**src/pha_pkg.sv**
```systemverilog
// shared types, constants and helpers of the pipeline hazard and advance block
package pha_pkg;

  localparam int unsigned NUM_STAGES     = 7;
  localparam int unsigned ADDR_WIDTH_DEF = 32;
  localparam logic [7:0]  REG_NONE       = 8'd255;
  localparam logic [1:0]  SQUASH_TICKS   = 2'd3;

  typedef enum logic [3:0] {
    KIND_NOP      = 4'd0,
    KIND_RTYPE    = 4'd1,
    KIND_ITYPE    = 4'd2,
    KIND_LOAD     = 4'd3,
    KIND_STORE    = 4'd4,
    KIND_BRANCH   = 4'd5,
    KIND_JUMP     = 4'd6,
    KIND_SPECIAL  = 4'd7,
    KIND_JREG     = 4'd8,
    KIND_SQUASHED = 4'd9
  } kind_e;

  typedef enum logic [2:0] {
    HZ_NONE      = 3'd0,
    HZ_LOAD_NEAR = 3'd1,
    HZ_LOAD_FAR  = 3'd2,
    HZ_SQUASH    = 3'd3,
    HZ_STRUCT    = 3'd4
  } hazard_e;

  typedef enum logic [1:0] {
    OP_HOLD,
    OP_SHIFT,
    OP_BUBBLE,
    OP_SQUASH
  } cell_op_e;

  typedef struct packed {
    kind_e      kind;
    logic [7:0] src_a;
    logic [7:0] src_b;
    logic [7:0] dest;
  } slot_meta_t;

  // load in ld feeds a source of the consumer cons
  function automatic logic load_use(slot_meta_t ld, slot_meta_t cons);
    logic hit;
    hit = 1'b0;
    if (ld.kind == KIND_LOAD) begin
      if (cons.kind inside {KIND_RTYPE, KIND_STORE, KIND_BRANCH}) begin
        hit = (ld.dest != REG_NONE) &&
              ((ld.dest == cons.src_a) || (ld.dest == cons.src_b));
      end else if (cons.kind == KIND_ITYPE) begin
        hit = (ld.dest == cons.src_a);
      end
    end
    return hit;
  endfunction

endpackage

```
**src/pha_if.sv**
```systemverilog
// valid/ready channel interfaces for instruction and retire items
interface pha_in_if;
  logic        valid;
  logic        ready;
  logic        instr_valid;
  logic [3:0]  instr_kind;
  logic [7:0]  instr_src_a;
  logic [7:0]  instr_src_b;
  logic [7:0]  instr_dest;
  logic [31:0] instr_pc;
  logic [31:0] instr_target;

  modport source (
    output valid, instr_valid, instr_kind, instr_src_a, instr_src_b,
           instr_dest, instr_pc, instr_target,
    input  ready
  );
  modport sink (
    input  valid, instr_valid, instr_kind, instr_src_a, instr_src_b,
           instr_dest, instr_pc, instr_target,
    output ready
  );
endinterface

interface pha_out_if;
  logic        valid;
  logic        ready;
  logic        accepted;
  logic [3:0]  retire_kind;
  logic [7:0]  retire_src_a;
  logic [7:0]  retire_src_b;
  logic [7:0]  retire_dest;
  logic [31:0] retire_pc;
  logic [31:0] retire_target;
  logic [2:0]  hazard_code;

  modport source (
    output valid, accepted, retire_kind, retire_src_a, retire_src_b,
           retire_dest, retire_pc, retire_target, hazard_code,
    input  ready
  );
  modport sink (
    input  valid, accepted, retire_kind, retire_src_a, retire_src_b,
           retire_dest, retire_pc, retire_target, hazard_code,
    output ready
  );
endinterface

```
**src/pha_cell.sv**
```systemverilog
// one pipeline stage slot: hold, take the neighbor's slot, or turn into a bubble or a squashed slot
module pha_cell import pha_pkg::*; #(
  parameter int unsigned AddrWidth = ADDR_WIDTH_DEF
) (
  input  logic                 clk_i,
  input  logic                 rst_ni,
  input  cell_op_e             op_i,
  input  slot_meta_t           prev_meta_i,
  input  logic [AddrWidth-1:0] prev_pc_i,
  input  logic [AddrWidth-1:0] prev_target_i,
  output slot_meta_t           meta_o,
  output logic [AddrWidth-1:0] pc_o,
  output logic [AddrWidth-1:0] target_o
);

  slot_meta_t           meta_q, meta_d;
  logic [AddrWidth-1:0] pc_q, pc_d;
  logic [AddrWidth-1:0] target_q, target_d;

  always_comb begin
    meta_d   = meta_q;
    pc_d     = pc_q;
    target_d = target_q;
    case (op_i)
      OP_HOLD: begin
      end
      OP_SHIFT: begin
        meta_d   = prev_meta_i;
        pc_d     = prev_pc_i;
        target_d = prev_target_i;
      end
      OP_BUBBLE: begin
        meta_d      = '0;
        meta_d.kind = KIND_NOP;
        pc_d        = '0;
        target_d    = '0;
      end
      OP_SQUASH: begin
        meta_d      = '0;
        meta_d.kind = KIND_SQUASHED;
        pc_d        = '0;
        target_d    = '0;
      end
      default: begin
      end
    endcase
  end

  // slot contents reach the retire port, so reset clears them too
  always_ff @(posedge clk_i or negedge rst_ni) begin
    if (!rst_ni) begin
      meta_q   <= '{kind: KIND_NOP, default: '0};
      pc_q     <= '0;
      target_q <= '0;
    end else begin
      meta_q   <= meta_d;
      pc_q     <= pc_d;
      target_q <= target_d;
    end
  end

  assign meta_o   = meta_q;
  assign pc_o     = pc_q;
  assign target_o = target_q;

endmodule

```
**src/pha_ctrl.sv**
```systemverilog
// hazard checks, squash counter and per-stage shift control
module pha_ctrl import pha_pkg::*; #(
  parameter int unsigned AddrWidth = ADDR_WIDTH_DEF
) (
  input  logic                              clk_i,
  input  logic                              rst_ni,
  input  logic                              tick_i,
  input  slot_meta_t [NUM_STAGES-1:0]       meta_i,
  input  logic [AddrWidth-1:0]              pc1_i,
  input  logic [AddrWidth-1:0]              target2_i,
  output cell_op_e   [NUM_STAGES-1:0]       ops_o,
  output hazard_e                           code_o,
  output logic                              advance_o
);

  logic [1:0] squash_left_q, squash_left_d;
  logic [1:0] squash_eff;
  hazard_e    code;

  always_comb begin
    code = HZ_NONE;
    if (load_use(meta_i[3], meta_i[2])) begin
      code = HZ_LOAD_NEAR;
    end else if (load_use(meta_i[4], meta_i[2])) begin
      code = HZ_LOAD_FAR;
    end else if (meta_i[2].kind inside {KIND_BRANCH, KIND_JUMP, KIND_JREG}) begin
      // taken: target matches the pc fetched behind it
      if (pc1_i == target2_i) begin
        code = HZ_SQUASH;
      end
    end else if ((meta_i[5].kind inside {KIND_RTYPE, KIND_ITYPE, KIND_LOAD}) &&
                 (meta_i[1].kind != KIND_JUMP) && (squash_left_q == 2'd0)) begin
      code = HZ_STRUCT;
    end
  end

  assign squash_eff = (code == HZ_SQUASH) ? SQUASH_TICKS : squash_left_q;

  always_comb begin
    for (int i = 0; i < NUM_STAGES; i++) begin
      ops_o[i] = OP_SHIFT;
    end
    squash_left_d = squash_left_q;
    advance_o     = 1'b0;
    case (code)
      HZ_LOAD_NEAR, HZ_STRUCT: begin
        for (int i = 0; i < 3; i++) begin
          ops_o[i] = OP_HOLD;
        end
        ops_o[3] = OP_BUBBLE;
      end
      HZ_LOAD_FAR: begin
        for (int i = 0; i < 4; i++) begin
          ops_o[i] = OP_HOLD;
        end
        ops_o[4] = OP_BUBBLE;
      end
      default: begin
        if (squash_eff != 2'd0) begin
          ops_o[0]      = OP_HOLD;
          ops_o[1]      = OP_HOLD;
          ops_o[2]      = OP_SQUASH;
          squash_left_d = squash_eff - 2'd1;
        end else begin
          advance_o = 1'b1;
        end
      end
    endcase
    if (!tick_i) begin
      for (int i = 0; i < NUM_STAGES; i++) begin
        ops_o[i] = OP_HOLD;
      end
      squash_left_d = squash_left_q;
      advance_o     = 1'b0;
    end
  end

  always_ff @(posedge clk_i or negedge rst_ni) begin
    if (!rst_ni) begin
      squash_left_q <= 2'd0;
    end else begin
      squash_left_q <= squash_left_d;
    end
  end

  assign code_o = code;

endmodule

```
**src/pipeline_hazard_advance.sv**
```systemverilog
// top level of the seven-stage pipeline hazard and advance block
//
//   channel  dir  modport  carries
//   in_i     in   sink     one clock tick of the modeled pipe, optional instruction
//   out_o    out  source   accepted flag, stage 6 item, hazard code
//
// one item in, one item out; an item is taken every cycle while out_o.ready is high
// the row of stage cells updates on the accepting edge, and the retire item shows
// the new stage 6 contents from the next cycle on
// reset clears all slots to no-ops with zero fields and the squash counter to zero
// a result waiting in the output register blocks new items only while out_o.ready
// is low; the stage row itself never stalls the channel
module pipeline_hazard_advance import pha_pkg::*; #(
  parameter int unsigned AddrWidth = ADDR_WIDTH_DEF
) (
  input  logic   clk_i,
  input  logic   rst_ni,
  pha_in_if.sink    in_i,
  pha_out_if.source out_o
);

  // handshake
  logic tick;

  // entry slot built from the offered instruction
  slot_meta_t           entry_meta;
  logic [AddrWidth-1:0] entry_pc;
  logic [AddrWidth-1:0] entry_target;
  logic                 entry_ok;

  // stage row
  slot_meta_t [NUM_STAGES-1:0] meta;
  logic [AddrWidth-1:0]        pc     [NUM_STAGES];
  logic [AddrWidth-1:0]        target [NUM_STAGES];
  slot_meta_t [NUM_STAGES-1:0] prev_meta;
  logic [AddrWidth-1:0]        prev_pc     [NUM_STAGES];
  logic [AddrWidth-1:0]        prev_target [NUM_STAGES];
  cell_op_e   [NUM_STAGES-1:0] ops;

  // control results
  hazard_e code;
  logic    advance;

  // output register; the retire fields come straight from the stage 6 cell,
  // which only moves on an accepting edge
  logic    out_valid_q;
  logic    accepted_q;
  hazard_e code_q;

  assign in_i.ready = !out_valid_q || out_o.ready;
  assign tick       = in_i.valid && in_i.ready;

  // kinds above jump-register enter as an all-zero no-op
  assign entry_ok = in_i.instr_valid && (in_i.instr_kind <= KIND_JREG);

  always_comb begin
    entry_meta   = '0;
    entry_meta.kind = KIND_NOP;
    entry_pc     = '0;
    entry_target = '0;
    if (entry_ok) begin
      entry_meta.kind  = kind_e'(in_i.instr_kind);
      entry_meta.src_a = in_i.instr_src_a;
      entry_meta.src_b = in_i.instr_src_b;
      entry_meta.dest  = in_i.instr_dest;
      entry_pc         = AddrWidth'(in_i.instr_pc);
      entry_target     = AddrWidth'(in_i.instr_target);
    end
  end

  // hazard checks look at stages 1 to 5 and pick one move for every cell
  pha_ctrl #(
    .AddrWidth(AddrWidth)
  ) u_ctrl (
    .clk_i     (clk_i),
    .rst_ni    (rst_ni),
    .tick_i    (tick),
    .meta_i    (meta),
    .pc1_i     (pc[1]),
    .target2_i (target[2]),
    .ops_o     (ops),
    .code_o    (code),
    .advance_o (advance)
  );

  // cell 0 takes the entry slot, every other cell its left neighbor
  for (genvar g = 0; g < NUM_STAGES; g++) begin : g_stage
    if (g == 0) begin : g_head
      assign prev_meta[g]   = entry_meta;
      assign prev_pc[g]     = entry_pc;
      assign prev_target[g] = entry_target;
    end else begin : g_link
      assign prev_meta[g]   = meta[g-1];
      assign prev_pc[g]     = pc[g-1];
      assign prev_target[g] = target[g-1];
    end

    pha_cell #(
      .AddrWidth(AddrWidth)
    ) u_cell (
      .clk_i         (clk_i),
      .rst_ni        (rst_ni),
      .op_i          (ops[g]),
      .prev_meta_i   (prev_meta[g]),
      .prev_pc_i     (prev_pc[g]),
      .prev_target_i (prev_target[g]),
      .meta_o        (meta[g]),
      .pc_o          (pc[g]),
      .target_o      (target[g])
    );
  end

  always_ff @(posedge clk_i or negedge rst_ni) begin
    if (!rst_ni) begin
      out_valid_q <= 1'b0;
    end else if (tick) begin
      out_valid_q <= 1'b1;
    end else if (out_o.ready) begin
      out_valid_q <= 1'b0;
    end
  end

  // accepted only when the whole row shifted and a real offer was made
  always_ff @(posedge clk_i) begin
    if (tick) begin
      accepted_q <= advance && in_i.instr_valid;
      code_q     <= code;
    end
  end

  assign out_o.valid         = out_valid_q;
  assign out_o.accepted      = accepted_q;
  assign out_o.retire_kind   = meta[NUM_STAGES-1].kind;
  assign out_o.retire_src_a  = meta[NUM_STAGES-1].src_a;
  assign out_o.retire_src_b  = meta[NUM_STAGES-1].src_b;
  assign out_o.retire_dest   = meta[NUM_STAGES-1].dest;
  assign out_o.retire_pc     = 32'(pc[NUM_STAGES-1]);
  assign out_o.retire_target = 32'(target[NUM_STAGES-1]);
  assign out_o.hazard_code   = code_q;

endmodule
```
**src/flat_wrapper.sv**
```systemverilog
// flat-port wrapper written by rule: the top's interface ports become plain ports
module pipeline_hazard_advance_flat import pha_pkg::*;
#(
  parameter int unsigned AddrWidth = ADDR_WIDTH_DEF
)
  (clk_i, rst_ni, in_i_valid, in_i_instr_valid, in_i_instr_kind, in_i_instr_src_a, in_i_instr_src_b, in_i_instr_dest, in_i_instr_pc, in_i_instr_target, in_i_ready, out_o_valid, out_o_accepted, out_o_retire_kind, out_o_retire_src_a, out_o_retire_src_b, out_o_retire_dest, out_o_retire_pc, out_o_retire_target, out_o_hazard_code, out_o_ready);
  pha_in_if in_i_i ();
  pha_out_if out_o_i ();
  input  logic clk_i;
  input  logic rst_ni;
  input wire logic [$bits(in_i_i.valid)-1:0] in_i_valid;
  input wire logic [$bits(in_i_i.instr_valid)-1:0] in_i_instr_valid;
  input wire logic [$bits(in_i_i.instr_kind)-1:0] in_i_instr_kind;
  input wire logic [$bits(in_i_i.instr_src_a)-1:0] in_i_instr_src_a;
  input wire logic [$bits(in_i_i.instr_src_b)-1:0] in_i_instr_src_b;
  input wire logic [$bits(in_i_i.instr_dest)-1:0] in_i_instr_dest;
  input wire logic [$bits(in_i_i.instr_pc)-1:0] in_i_instr_pc;
  input wire logic [$bits(in_i_i.instr_target)-1:0] in_i_instr_target;
  output wire logic [$bits(in_i_i.ready)-1:0] in_i_ready;
  output wire logic [$bits(out_o_i.valid)-1:0] out_o_valid;
  output wire logic [$bits(out_o_i.accepted)-1:0] out_o_accepted;
  output wire logic [$bits(out_o_i.retire_kind)-1:0] out_o_retire_kind;
  output wire logic [$bits(out_o_i.retire_src_a)-1:0] out_o_retire_src_a;
  output wire logic [$bits(out_o_i.retire_src_b)-1:0] out_o_retire_src_b;
  output wire logic [$bits(out_o_i.retire_dest)-1:0] out_o_retire_dest;
  output wire logic [$bits(out_o_i.retire_pc)-1:0] out_o_retire_pc;
  output wire logic [$bits(out_o_i.retire_target)-1:0] out_o_retire_target;
  output wire logic [$bits(out_o_i.hazard_code)-1:0] out_o_hazard_code;
  input wire logic [$bits(out_o_i.ready)-1:0] out_o_ready;
  assign in_i_i.valid = in_i_valid;
  assign in_i_i.instr_valid = in_i_instr_valid;
  assign in_i_i.instr_kind = in_i_instr_kind;
  assign in_i_i.instr_src_a = in_i_instr_src_a;
  assign in_i_i.instr_src_b = in_i_instr_src_b;
  assign in_i_i.instr_dest = in_i_instr_dest;
  assign in_i_i.instr_pc = in_i_instr_pc;
  assign in_i_i.instr_target = in_i_instr_target;
  assign in_i_ready = in_i_i.ready;
  assign out_o_valid = out_o_i.valid;
  assign out_o_accepted = out_o_i.accepted;
  assign out_o_retire_kind = out_o_i.retire_kind;
  assign out_o_retire_src_a = out_o_i.retire_src_a;
  assign out_o_retire_src_b = out_o_i.retire_src_b;
  assign out_o_retire_dest = out_o_i.retire_dest;
  assign out_o_retire_pc = out_o_i.retire_pc;
  assign out_o_retire_target = out_o_i.retire_target;
  assign out_o_hazard_code = out_o_i.hazard_code;
  assign out_o_i.ready = out_o_ready;
  pipeline_hazard_advance #(.AddrWidth(AddrWidth)) u_core (.clk_i(clk_i), .rst_ni(rst_ni), .in_i(in_i_i), .out_o(out_o_i));
endmodule
```
**config.mk**
```make
export PLATFORM = sky130hd
export DESIGN_NAME = pipeline_hazard_advance_flat
export DESIGN_NICKNAME = d
export VERILOG_FILES = /design/src/pha_pkg.sv /design/src/pha_if.sv /design/src/pha_cell.sv /design/src/pha_ctrl.sv /design/src/pipeline_hazard_advance.sv /design/src/flat_wrapper.sv
export SDC_FILE = /design/constraint.sdc
export NUM_CORES = 1
export LEC_CHECK = 0
export BUFFER_PORTS_ARGS = -buffer_cell sky130_fd_sc_hd__buf_4
export CAP_MARGIN = 20
export CORE_MARGIN = 10
export CORE_UTILIZATION = 65
export CTS_BUF_LIST = sky130_fd_sc_hd__clkbuf_16
export DETAILED_ROUTE_END_ITERATION = 16
export HOLD_SLACK_MARGIN = 0.03
export PLACE_DENSITY = 0.85
export SETUP_SLACK_MARGIN = 0.2
export SYNTH_ARGS = -nofsm -noshare
export SYNTH_HDL_FRONTEND = slang
export SYNTH_SLANG_ARGS = --single-unit
```
**constraint.sdc**
```tcl
create_clock -name clk_i -period 5.1 [get_ports clk_i]
set_clock_uncertainty 0.05 [all_clocks]
set_input_delay 1.02 -clock clk_i [delete_from_list [all_inputs] [get_ports clk_i]]
set_output_delay 1.02 -clock clk_i [all_outputs]
set_load 0.01 [all_outputs]
```
==> results.tsv, run 1 <==
metric	value	unit
cts_tree	built	
root_buffer	clkbuf_16	
max_stage_delay	0.86	ns
period_share	80.6	%
io_pins	195	
synth_fa_ha_area_share	0.0475	%
max_freq	243	MHz
place_congestion	0.877	
vias	17800	
path_max_fanout	94	
drc_errors	0	
die_width	221	um
r2r_start	u_core.g_stage[2].u_cell.meta_o[24]$_DFFE_PN0P_	
synth_warnings	0	
die_h	221	um
power_density	533	nW/um2
intPower	10.8	mW
cts_setup_buffers	0	
relSlewSlack	21.7	%
path_clk_slew	0.06	ns
port_buffers	194	
ys_seq_elements	651	
synthSimpleGateAreaFrac	14.4	%
p_leak	15.5	nW
grt_pass1_wl	97.6	mm
netlist.area_leader.share	61.5	%
worst_ep_required_time	5.54	ns
hold_viol	0	
initial_core_util	66.0	%
pwr-share-clk	25.9	%
worstMarginPinSlew	1.18	ns
fp.coreArea	39900	um2
cts-buffers-inserted	59	
cts.path.max_buffers	3	
critPathTopFamily	compound AO/OA/AOI/OAI gates	
outcome	finished clean	
track_usage	24.1	%
setup_viol	0	
cts.repair.resized	0	
syn2layout_area_growth	13.3	%
routedWlPerCell	18.6	um
synth_area_leaders	dfrtp_1 61%, nand2_1 13%, mux2i_1 7.0%	
tns	0	ns
grt_pass1_vias	17800	
drive_above_1_share	12.0	%
worstSetupStartpointType	flop	
pwr-share-comb	22.1	%
synth_xor_area_share	2.13	%
synth_edf_count	4	
netSwitchingPower	5.12	mW
synth.net_count	2588	
antenna_found_initial	0	
viasPerCell	5.59	
nets	2718	
arrival	4.55	ns
clock_sinks	651	
rows	73	
async_flop_share	99.4	%
avgSynthCellArea	10.6	um2
critPathKind	reg -> reg	
drtPass1Iterations	5	
startpoint	u_core.g_stage[2].u_cell.meta_o[24]$_DFFE_PN0P_	
end_kind	flop	
drt_wl_total	59.5	mm
pwr-share-seq	52.0	%
hp-class	in -> async	
path_cells	o21ai_0 -> nor4_1 -> o211ai_1 -> and3b_1 -> a21oi_1 -> ha_2 -> buf_4 -> nor4b_1 -> mux2_2	
design_area	29800	um2
ir_worst_vdd	0.365	mV
ctsHoldBuffers	0	
grt_remaining_overflow	0	
swShare	32.2	%
ys_seq_area_share	61.9	%
synth_ff_type	dfrtp_1	
synth.mux.area_fraction	11.1	%
final_util	74.7	%
synth_compound_area_share	5.17	%
cpMaxStageDelayCell	o211ai_1	
grt_max_degree	243	
place_area	28000	um2
syn_inst	2490	
synth_top_family_by_area	simple AND/OR/NAND/NOR gates	
antenna_left	0	
max_cap_violations	0	
period_minus_slack	4.11	ns
insertion_delay	0.62	ns
cts-htree-levels	2	
antennaDiodeCount	0	
rsz0062_at_grt	false	
die_area	49000	um2
synth_cell_types	43	
yosysTopAreaCell	dfrtp_1	
cp.buffers_inverters	1	
syn_area	26300	um2
slew_viol_final	0	
place_hpwl	38.4	mm
drtIter0Drc	1908	
==> sequential cells by signal (all words and copies together) (netlist names) <==
signal / cells
u_core.u_ctrl.squash_left_q: 2
u_core.out_o.valid: 1
u_core.out_o.accepted: 1
u_core.g_stage.u_cell.pc_o: 224
u_core.g_stage.u_cell.meta_o: 196
u_core.out_o.hazard_code: 3
u_core.g_stage.u_cell.target_o: 224
==> cell type report <==
| type | instances | area, um2 |
|---|---|---|
| clock inverter | 45 | 279 |
| inverter | 185 | 702 |
| clock buffer | 60 | 1500 |
| sequential | 651 | 16300 |
| multi-input combinational | 1514 | 8700 |
| fill | 2562 | 10100 |
| timing repair buffer | 209 | 1680 |
| tap | 525 | 657 |
==> power by group through the flow <==
stage          logic (mW)  clock network, mW  registers [mW]
2_1_floorplan        2.35                  0            7.83
3_3_place_gp         3.32                  0            8.16
3_5_place_dp         3.49                  0            8.26
4_1_cts              3.56               4.17            8.21
5_1_grt              3.94               4.40            8.43
6_report             3.52               4.12            8.27
==> cells by family (layout without fill, tap and decap cells) <==
group | Yosys count | after routing
buf+inv | 325 | 499
simple gates | 974 | 974
flops | 651 | 651
xor+xnor | 64 | 64
compound gates | 196 | 196
mux | 279 | 279
fa+ha+maj | 1 | 1
==> synthesized netlist by cell type (2+ instances only) <==
cell type / number
nand2_1: 923
dfrtp_1: 647
inv_1: 184
mux2i_1: 183
clkbuf_1: 105
o21ai_0: 94
a22o_1: 92
mux2_1: 68
xnor2_1: 56
mux2_2: 28
nand4_1: 18
buf_6: 16
buf_2: 12
nand2b_1: 8
xor2_1: 8
nor4_1: 6
nor2_1: 5
edfxtp_1: 4
a21oi_1: 3
buf_1: 3
buf_4: 3
and3_1: 2
or4_1: 2
==> worst paths after layout <==
check | cells after the start | slack, ns | end
worst max-delay path | 9 | 0.99 | u_core.u_ctrl.squash_left_q[0]$_DFFE_PN0N_
worst min register to register | 2 | 0.41 | u_core.g_stage[6].u_cell.target_o[0]$_DFFE_PN0P_
worst max register to register | 9 | 0.99 | u_core.u_ctrl.squash_left_q[0]$_DFFE_PN0N_
min in group clk_i | 2 | 0.41 | u_core.g_stage[6].u_cell.target_o[0]$_DFFE_PN0P_
max in group asynchronous | 2 | 3.39 | u_core.g_stage[6].u_cell.target_o[25]$_DFFE_PN0P_
worst min-delay path | 1 | 0.34 | u_core.g_stage[0].u_cell.meta_o[18]$_DFFE_PN0P_
==> metrics by stage <==
| step | hold slack, ns | power [mW] | cells | setup slack, ns |
|---|---|---|---|---|
| 3_3_place_gp | 0.399 | 11.5 | 3083 | 1.14 |
| 3_5_place_dp | 0.404 | 11.7 | 3083 | 1.06 |
| 5_1_grt | 0.388 | 16.8 | 3189 | 0.722 |
| 4_1_cts | 0.376 | 15.9 | 3188 | 1.01 |
| 2_1_floorplan | 0.389 | 10.2 | 2490 | 1.95 |
| 6_report | 0.345 | 15.9 | 3189 | 0.990 |
==> layout by cell type, fill, tap and decap left out, types with 18 or more instances in the layout <==
cell and n:
a22o_1 92, buf_4 200, clkbuf_16 60, clkinv_1 20, dfrtp_1 647, inv_1 197
mux2_1 68, mux2_2 28, mux2i_1 183, nand2_1 922, nand4_1 18, o21ai_0 93
xnor2_1 56
==> routing by layer <==
metal / vias up / track usage (%) / share of wire [%]
met1: 8925 / 36.3 / 46
li1: 8232 / - / -
met4: 0 / 6.54 / 2.3
met5: - / 0 / 0
met3: 106 / 4.76 / 6.8
met2: 578 / 35.0 / 45
No activity file was read; power rests on OpenSTA's default activity.
==> run 2, diff against run 1 <==
--- a/config.mk
+++ b/config.mk
@@ -8,11 +8,11 @@
 export BUFFER_PORTS_ARGS = -buffer_cell sky130_fd_sc_hd__buf_4
 export CAP_MARGIN = 20
 export CORE_MARGIN = 10
-export CORE_UTILIZATION = 65
+export CORE_UTILIZATION = 60
 export CTS_BUF_LIST = sky130_fd_sc_hd__clkbuf_16
 export DETAILED_ROUTE_END_ITERATION = 16
 export HOLD_SLACK_MARGIN = 0.03
-export PLACE_DENSITY = 0.85
+export PLACE_DENSITY = 0.8
 export SETUP_SLACK_MARGIN = 0.2
 export SYNTH_ARGS = -nofsm -noshare
 export SYNTH_HDL_FRONTEND = slang
==> constraint.sdc (replaced) <==
create_clock -name clk_i -period 3.88 [get_ports clk_i]
set_clock_uncertainty 0.05 [all_clocks]
set_input_delay 0.776 -clock clk_i [delete_from_list [all_inputs] [get_ports clk_i]]
set_output_delay 0.776 -clock clk_i [all_outputs]
set_load 0.01 [all_outputs]
==> run 2 against run 1 <==
  * Maximum frequency is 18% higher
  * Worst hold slack worse by 0.16 ns
  * Non-clock buffer count is 13 higher
  * Critical path depth rose by 1
  * Flip-flop and latch count is the same
  * Cell count grew 2.7%
  * Global-route usage decreased by 1.6 points
  * Cell area up 1.8%
  * Setup slack worse by 0.58 ns
  * Utilization down 4.5 points
  * Sequential power increased by 31%
  * Critical path type unchanged
  * Highest routed layer unchanged
==> results.tsv, run 2 (same netlist as run 1, synthesis figures left out) <==
metric	value	unit	change
outcome	finished clean		unchanged
worstMarginPinSlew	1.09	ns	was 1.18 ns
final_util	70.2	%	was 74.7%
place_area	28300	um2	was 28000 um2
die_area	52700	um2	was 49000 um2
cts_setup_buffers	0		unchanged
die_width	230	um	was 221 um
r2r_end	u_core.g_stage[1].u_cell.target_o[24]$_DFFE_PN0P_		was u_core.u_ctrl.squash_left_q[0]$_DFFE_PN0N_
rsz0062_at_grt	false		unchanged
viasPerCell	5.37		was 5.59
hold_viol	0		unchanged
hp-class	in -> async		unchanged
slew_viol_final	0		unchanged
mostFrequentLayoutCell	nand2_1		unchanged
ff2ff_path_depth	10		was 9
port_buffers	194		unchanged
syn2layout_area_growth	15.3	%	was 13.3%
ctsHoldBuffers	0		unchanged
nets	2738		was 2718
root_buffer	clkbuf_16		unchanged
arrival	3.87	ns	was 4.55 ns
antenna_found_initial	1		was 0
fillers	2997		was 2562
clock_sinks	651		unchanged
initial_core_util	60.9	%	was 66.0%
worst_ep_required_time	4.28	ns	was 5.54 ns
track_usage	22.4	%	was 24.1%
hold_ws	0.182	ns	was 0.345 ns
rrSetupSlack	0.41	ns	was 0.99 ns
grt_pass1_wl	96.7	mm	was 97.6 mm
worstSetupStartpointType	flop		unchanged
setup_viol	0		unchanged
path_clk_slew	0.06	ns	about the same
routedWlPerCell	18.1	um	was 18.6 um
grt_remaining_overflow	0		unchanged
cts_tree	built		unchanged
die_h	230	um	was 221 um
most-common-layout-cells	922 x nand2_1, 647 x dfrtp_1, 208 x buf_4, 204 x inv_1, 183 x mux2i_1		was 922 x nand2_1, 647 x dfrtp_1, 200 x buf_4, 197 x inv_1, 183 x mux2i_1
vias	17600		was 17800
place_congestion	0.866		was 0.877
rows	76		was 73
place_hpwl	38.9	mm	was 38.4 mm
insertion_delay	0.58	ns	was 0.62 ns
end_kind	flop		unchanged
path_max_fanout	132		was 94
cts.path.max_buffers	3		unchanged
relSlewSlack	27.2	%	was 21.7%
tns	0	ns	unchanged
grt_max_degree	249		was 243
r2r_start	u_core.g_stage[3].u_cell.meta_o[1]$_DFFE_PN0P_		was u_core.g_stage[2].u_cell.meta_o[24]$_DFFE_PN0P_
drive_above_1_share	13.0	%	was 12.0%
design_area	30400	um2	was 29800 um2
grt_pass1_vias	17700		was 17800
ir_worst_vdd	0.330	mV	was 0.365 mV
max_freq	288	MHz	was 243 MHz
startpoint	u_core.g_stage[3].u_cell.meta_o[1]$_DFFE_PN0P_		was u_core.g_stage[2].u_cell.meta_o[24]$_DFFE_PN0P_
p_leak	15.7	nW	was 15.5 nW
drtPass1Iterations	5		unchanged
antenna_left	0		unchanged
io_pins	195		unchanged
layout_setup_ws	0.411	ns	was 0.990 ns
dp_cells	3157		was 3083
power_density	708	nW/um2	was 533 nW/um2
cts.repair.resized	0		unchanged
period_share	89.4	%	was 80.6%
period_minus_slack	3.47	ns	was 4.11 ns
critPathKind	reg -> reg		unchanged
drc_errors	0		unchanged
drt_wl_total	59.2	mm	was 59.5 mm
drtIter0Drc	1849		was 1908
dp_slack	0.525	ns	was 1.06 ns
fp.coreArea	43300	um2	was 39900 um2
final_cells	3276		was 3189
max_cap_violations	0		unchanged
fin_total_pwr	21.5	mW	was 15.9 mW
cts-buffers-inserted	66		was 59
cts-htree-levels	3		was 2
==> run 2: cell types whose count changed in the layout (fill, tap and decap cells not counted), sizes merged <==
cell / change
clkbuf: +11
bufinv: +1
diode: +1
clkinvlp: -1
buf: +13
inv: +7
clkinv: -5
==> run 2: how the worst max path moves through the flow <==
stage,cells after the start,end
after CTS,10,u_core.g_stage[1].u_cell.meta_o[19]$_DFFE_PN0P_
after floorplan,12,u_core.g_stage[1].u_cell.meta_o[18]$_DFFE_PN0P_
final,10,u_core.g_stage[1].u_cell.target_o[24]$_DFFE_PN0P_
after detailed placement,10,u_core.g_stage[1].u_cell.meta_o[2]$_DFFE_PN0P_
after global routing,10,u_core.g_stage[1].u_cell.meta_o[2]$_DFFE_PN0P_
after global placement,10,u_core.g_stage[1].u_cell.target_o[21]$_DFFE_PN0P_
==> run 2: final cells by class <==
class / instances / area [um2] / share of cell area, %
Clock buffer: 71 / 1780 / 5.85
Timing Repair Buffer: 222 / 1840 / 6.05
Tap cell: 585 / 732 / 2.41
Sequential cell: 651 / 16300 / 53.7
Clock inverter: 47 / 309 / 1.02
Multi-Input combinational cell: 1514 / 8700 / 28.6
Inverter: 185 / 702 / 2.31
Antenna cell: 1 / 2.50 / 0.00824
==> run 2: layer usage <==
layer  vias up  GRT usage, %  share of wire [%]
met4         0          6.37                1.8
met1      8760          33.7                 48
met3        71          3.97                5.4
li1       8325             -                  -
met2       447          33.0                 44
met5         -             0                  0
==> run 2: report_power, final <==
group | switching [mW] | total, mW | internal [mW]
logic | 2.41 | 4.63 | 2.21
registers | 1.81 | 10.8 | 9.00
clock network | 2.52 | 6.08 | 3.56
==> run 2: worst max-delay path, cell delays in order, from the launching register on <==
cell and delay, ns:
dfrtp_1 0.45, xnor2_1 0.21, nand4_1 0.13, or4_4 0.51, a221oi_4 0.30, and3b_1 0.22, a21oi_1 0.18, ha_2 0.27
nand4bb_4 0.15, buf_12 0.27, mux2_1 0.45
